--- config.mk ---
export PLATFORM = sky130hd
export DESIGN_NAME = ffha_ram
export DESIGN_NICKNAME = d
export VERILOG_FILES = /design/src/rtl/core/ffha_ram.sv
export SDC_FILE = /design/constraint.sdc
export NUM_CORES = 2
export LEC_CHECK = 0
export BUFFER_PORTS_ARGS = -buffer_cell sky130_fd_sc_hd__buf_2
export CAP_MARGIN = 20
export CORE_MARGIN = 3
export CORE_UTILIZATION = 40
export DETAILED_ROUTE_END_ITERATION = 10
export PLACE_DENSITY_LB_ADDON = 0.08
export REMOVE_ABC_BUFFERS = 1
export SYNTH_ARGS = -nofsm -noshare
export SYNTH_HDL_FRONTEND = slang
export SYNTH_MEMORY_MAX_BITS = 65536
export SYNTH_SLANG_ARGS = --single-unit
--- constraint.sdc ---
create_clock -name clk -period 9.85 [get_ports clk]
set_clock_uncertainty 0.2 [all_clocks]
set_input_delay 1.97 -clock clk [delete_from_list [all_inputs] [get_ports clk]]
set_output_delay 1.97 -clock clk [all_outputs]
set_load 0.01 [all_outputs]
--- src/rtl/core/ffha_ram.sv ---
// ----------------------------------------------------------------------------
// ffha_ram
// Simple dual-port RAM: one write port, one read port, registered read data.
// ----------------------------------------------------------------------------
module ffha_ram #(
  parameter int WIDTH = 65,
  parameter int DEPTH = 64
) (
  input  logic                                   clk,
  input  logic                                   wr_en,
  input  logic [((DEPTH > 1) ? $clog2(DEPTH) : 1)-1:0] wr_addr,
  input  logic [WIDTH-1:0]                       wr_data,
  input  logic                                   rd_en,
  input  logic [((DEPTH > 1) ? $clog2(DEPTH) : 1)-1:0] rd_addr,
  output logic [WIDTH-1:0]                       rd_data
);

  logic [WIDTH-1:0] mem [DEPTH];

  always_ff @(posedge clk) begin
    if (wr_en) begin
      mem[wr_addr] <= wr_data;
    end
    if (rd_en) begin
      rd_data <= mem[rd_addr];
    end
  end

endmodule
**Yosys cells after proc, flatten, opt, wreduce, memory -nomap -nowiden**

Memory sizes are Yosys's and may differ from the RTL's. A register that Yosys moved wholly into a read port is not among the register bits.
Cells that the tools add are included.
W data, S select, Z words.

- Mux-type cells: 2

Operators with widths:

| cell | number |
|---|---|
| $mux W1 | 2 |

- Register bits after elaboration: 0
- Bits in writable memories: 4,160
- Input port bits: 80
- Output and inout port bits: 65
- Word-level logic and storage cells: 3
- Memories: 1

Memories:

| name | depth | width | read ports | clocked after memory_dff | wr ports | RTL line | text |
|---|---|---|---|---|---|---|---|
| mem | 64 | 65 | 1 | 1 | 1 | 18 | `logic [WIDTH-1:0] mem [DEPTH];` |

**Longest topological paths before layout**

- Word-level depth: 2
- Depth in mapped cells: 9
- Depth with buffers taken out: 4

**Worst setup path before layout**

No wires, ideal clock.

- Path kind: in2reg
- Start point: input wr_addr[3] (netlist bit)
- End point: memory mem[48][0], enable pin
- Setup time: 0.568 ns
- Arrival: 6.909 ns
- Data required time: 9.082 ns
- Slack: 2.174 ns
- Cell stages on the path: 4
- Path buffers: 1
- Cell sequence: clkbuf_1 nor2b_1 nand4b_1 nor3_1

RTL lines:

| item | RTL line | text |
|---|---|---|
| from (decl) | 11 | `input logic [((DEPTH > 1) ? $clog2(DEPTH) : 1)-1:0] wr_addr,` |
| to (decl) | 18 |  |

Straight into the memory's write port.

==> results.toml <==
[run_status]
outcome = "complete, no violations"

[route]
firstDrtPassIters = 6
wl_per_cell_um = 37.5
dr_total_vias = 75000
routed_wl_um = 475000
ant_nets = 0
viasPerCell = 5.91
drcViolationCount = 0
drtIter0Drc = 8574

[grt]
grt_overflow = 0
grt_util_met2 = 0.390
track_usage = 0.233
grt_use_met1 = 0.331
grtUsageMet3 = 0.0279
first_global_vias = 77600
antenna_found_initial = 22
grt_pass1_wl_um = 656000
grt_max_degree = 97
grt.busiest_layer = "met2"

[critical_path]
cp_max_fo = 29
reg2reg_depth = 4
r2r_start = "mem[0][5]"
critPathCaptureType = "flip-flop"
critPathLaunch = "rd_addr[3]"
startpoint_type = "input pin"
critPathArrivalTime_ns = 5.45
cp.required_ns = 10.50
critPathKind = "in -> reg"

[synthesis]
yosysUniqueCellTypes = 26
synth.cell_area_sq_um = 159000
ys_seq_area_frac = 0.798
syn_avg_cell_area_sq_um = 24.1
synth_cells = 6606
synth_top_cell_by_area = "edfxtp_1"
synth_warnings = 0
synth_top_area_share = 0.798
synth_top_cells_by_area = "edfxtp_1 80%, mux4_2 15%, a22oi_1 1.2%"
ys_ff_latch = 4225

[power]
p_int_mw = 29.7
power.static_leakage_nw = 56.1
power.share.combinational = 0.047
power.switching_mw = 8.16
peakVddDrop_v = 0.000142
pwr-share-seq = 0.529
p_sw_frac = 0.215
powerDensity_nw_per_um2 = 208
pwr-share-clk = 0.424

[final_layout]
nFillCells = 32700
areaGrowthSynthToFinish_pct = 14.3
seq_area_sq_um = 127000
post-route-util = 0.461
final_layout_size_suffix_gt1_frac = 0.285
layout_commonest_cell = "edfxtp_1"
multi_input_area_sq_um = 30800
mostFrequentLayoutCells = "4225 x edfxtp_1, 1040 x mux4_2, 458 x clkbuf_16, 260 x a22oi_1, 207 x buf_4"
nNetsFinal = 7182

[floorplanning]
io_pins = 145
rows = 230
coreArea_sq_um = 394000
die_w_um = 636
die-area_sq_um = 405000
die_h_um = 636
start_util = 0.403

[worst_hold_path]
min_path_cells = 4
hp-class = "reg -> reg"
worstHoldStart = "mem[4][64]"

[placement]
numPortBuffers = 144
hpwlAfterDp_um = 260000
place_congestion = 0.760

[clock_network]
hold_buffers = 0
cts_sinks = 4225
h-tree-depth = 5
clock-root-buffer = "clkbuf_16"
cts_tree = "yes"
postCtsSetupBuffers = 0
cts_resized = 0
clk_path_buf_depth = 4
clock_latency_ns = 1.00
cts_made_buffers = 450
clk_pin_slew_worst_paths_ns = 0.06

[sta]
fin_crit_sh = 0.487
rsz0062_at_grt = "no"
fin_crit_ns = 4.80
setup_viol = 0
worst_pin_slew_ns = 1.17
fmax_mhz = 208
setup_tns_ns = 0
finalHoldViolCount = 0
drv_slew = 0
max_slew_margin = 0.221
holdWs_ns = 0.687

[run]
drv_cap = 0
-- area by class of cell --
class	count	share of cell area
flip-flops and latches	4225	0.698
well taps	5220	0.0359
clock inverters	250	0.0107
clock buffers	563	0.0652
multi-input cells	2004	0.169
diodes	5	0.0000689
repair buffers	421	0.0206
-- synthesized netlist by cell type --
cell      count
or2_2         2
or3b_2        4
nand2_1       8
or3_1         3
nand4b_1      1
a22oi_1     260
buf_6        16
buf_1        18
and2_1        3
o221ai_1     46
nor2_1      112
nand3b_1     25
nor3_1        2
buf_2       186
clkbuf_1    120
nand3_1     115
buf_4        37
o211a_1      65
nand2b_1      9
mux2i_1     103
nand4_1       2
edfxtp_1   4225
nor2b_1       9
a211oi_1     65
mux4_2     1040
o22ai_1     130
-- registers in the layout, indices dropped and copies added (netlist names) --
register	count
mem	4160
rd_data	65
-- logic make-up after synthesis --
group / after synthesis / share of synthesized area
mux: 1143 / 0.154
flops: 4225 / 0.798
buf+inv: 377 / 0.0120
simple gates: 295 / 0.00907
compound gates: 566 / 0.0271
-- worst max-delay path, cell delays in order --
cell and delay (ns):
buf_2 0.15, buf_4 0.28, nor2_4 0.87, buf_4 0.72
buf_4 0.50, a22oi_1 0.29, nand3_1 0.29, o211a_1 0.18
-- metrics by stage --
step | instance area, sq um | std cells | power, mW | setup WS (ns)
after CTS | 181000 | 12600 | 38.2 | 5.08
after global placement | 167000 | 11800 | 22.2 | 4.03
after floorplan | 157000 | 6229 | 21.1 | 2.31
after global routing | 182000 | 12700 | 39.0 | 5.08
final | 182000 | 12700 | 37.9 | 5.05
after detailed placement | 167000 | 11800 | 22.2 | 4.04
-- power groups by stage --
stage / combinational [mW] / sequential [mW] / clock (mW)
detailed placement: 1.77 / 20.4 / 0
CTS: 1.78 / 20.0 / 16.4
finish: 1.78 / 20.0 / 16.1
global placement: 1.75 / 20.4 / 0
floorplan: 0.718 / 20.4 / 0
global route: 1.90 / 20.0 / 17.1
-- per-layer routing --
layer  part of all wire  vias up
met2               0.50     2372
li1                   -    29900
met1               0.43    42300
met3              0.052      547
met4              0.020        2
met5           0.000038        -
-- worst paths after layout --
kind                                     to  slack, ns
worst min-delay path            rd_data[64]       0.69
worst max-delay path            rd_data[46]       5.05
worst min register to register  rd_data[64]       0.69
worst max register to register   rd_data[5]       7.35
Note: power is estimated with default switching activity, not from simulation.
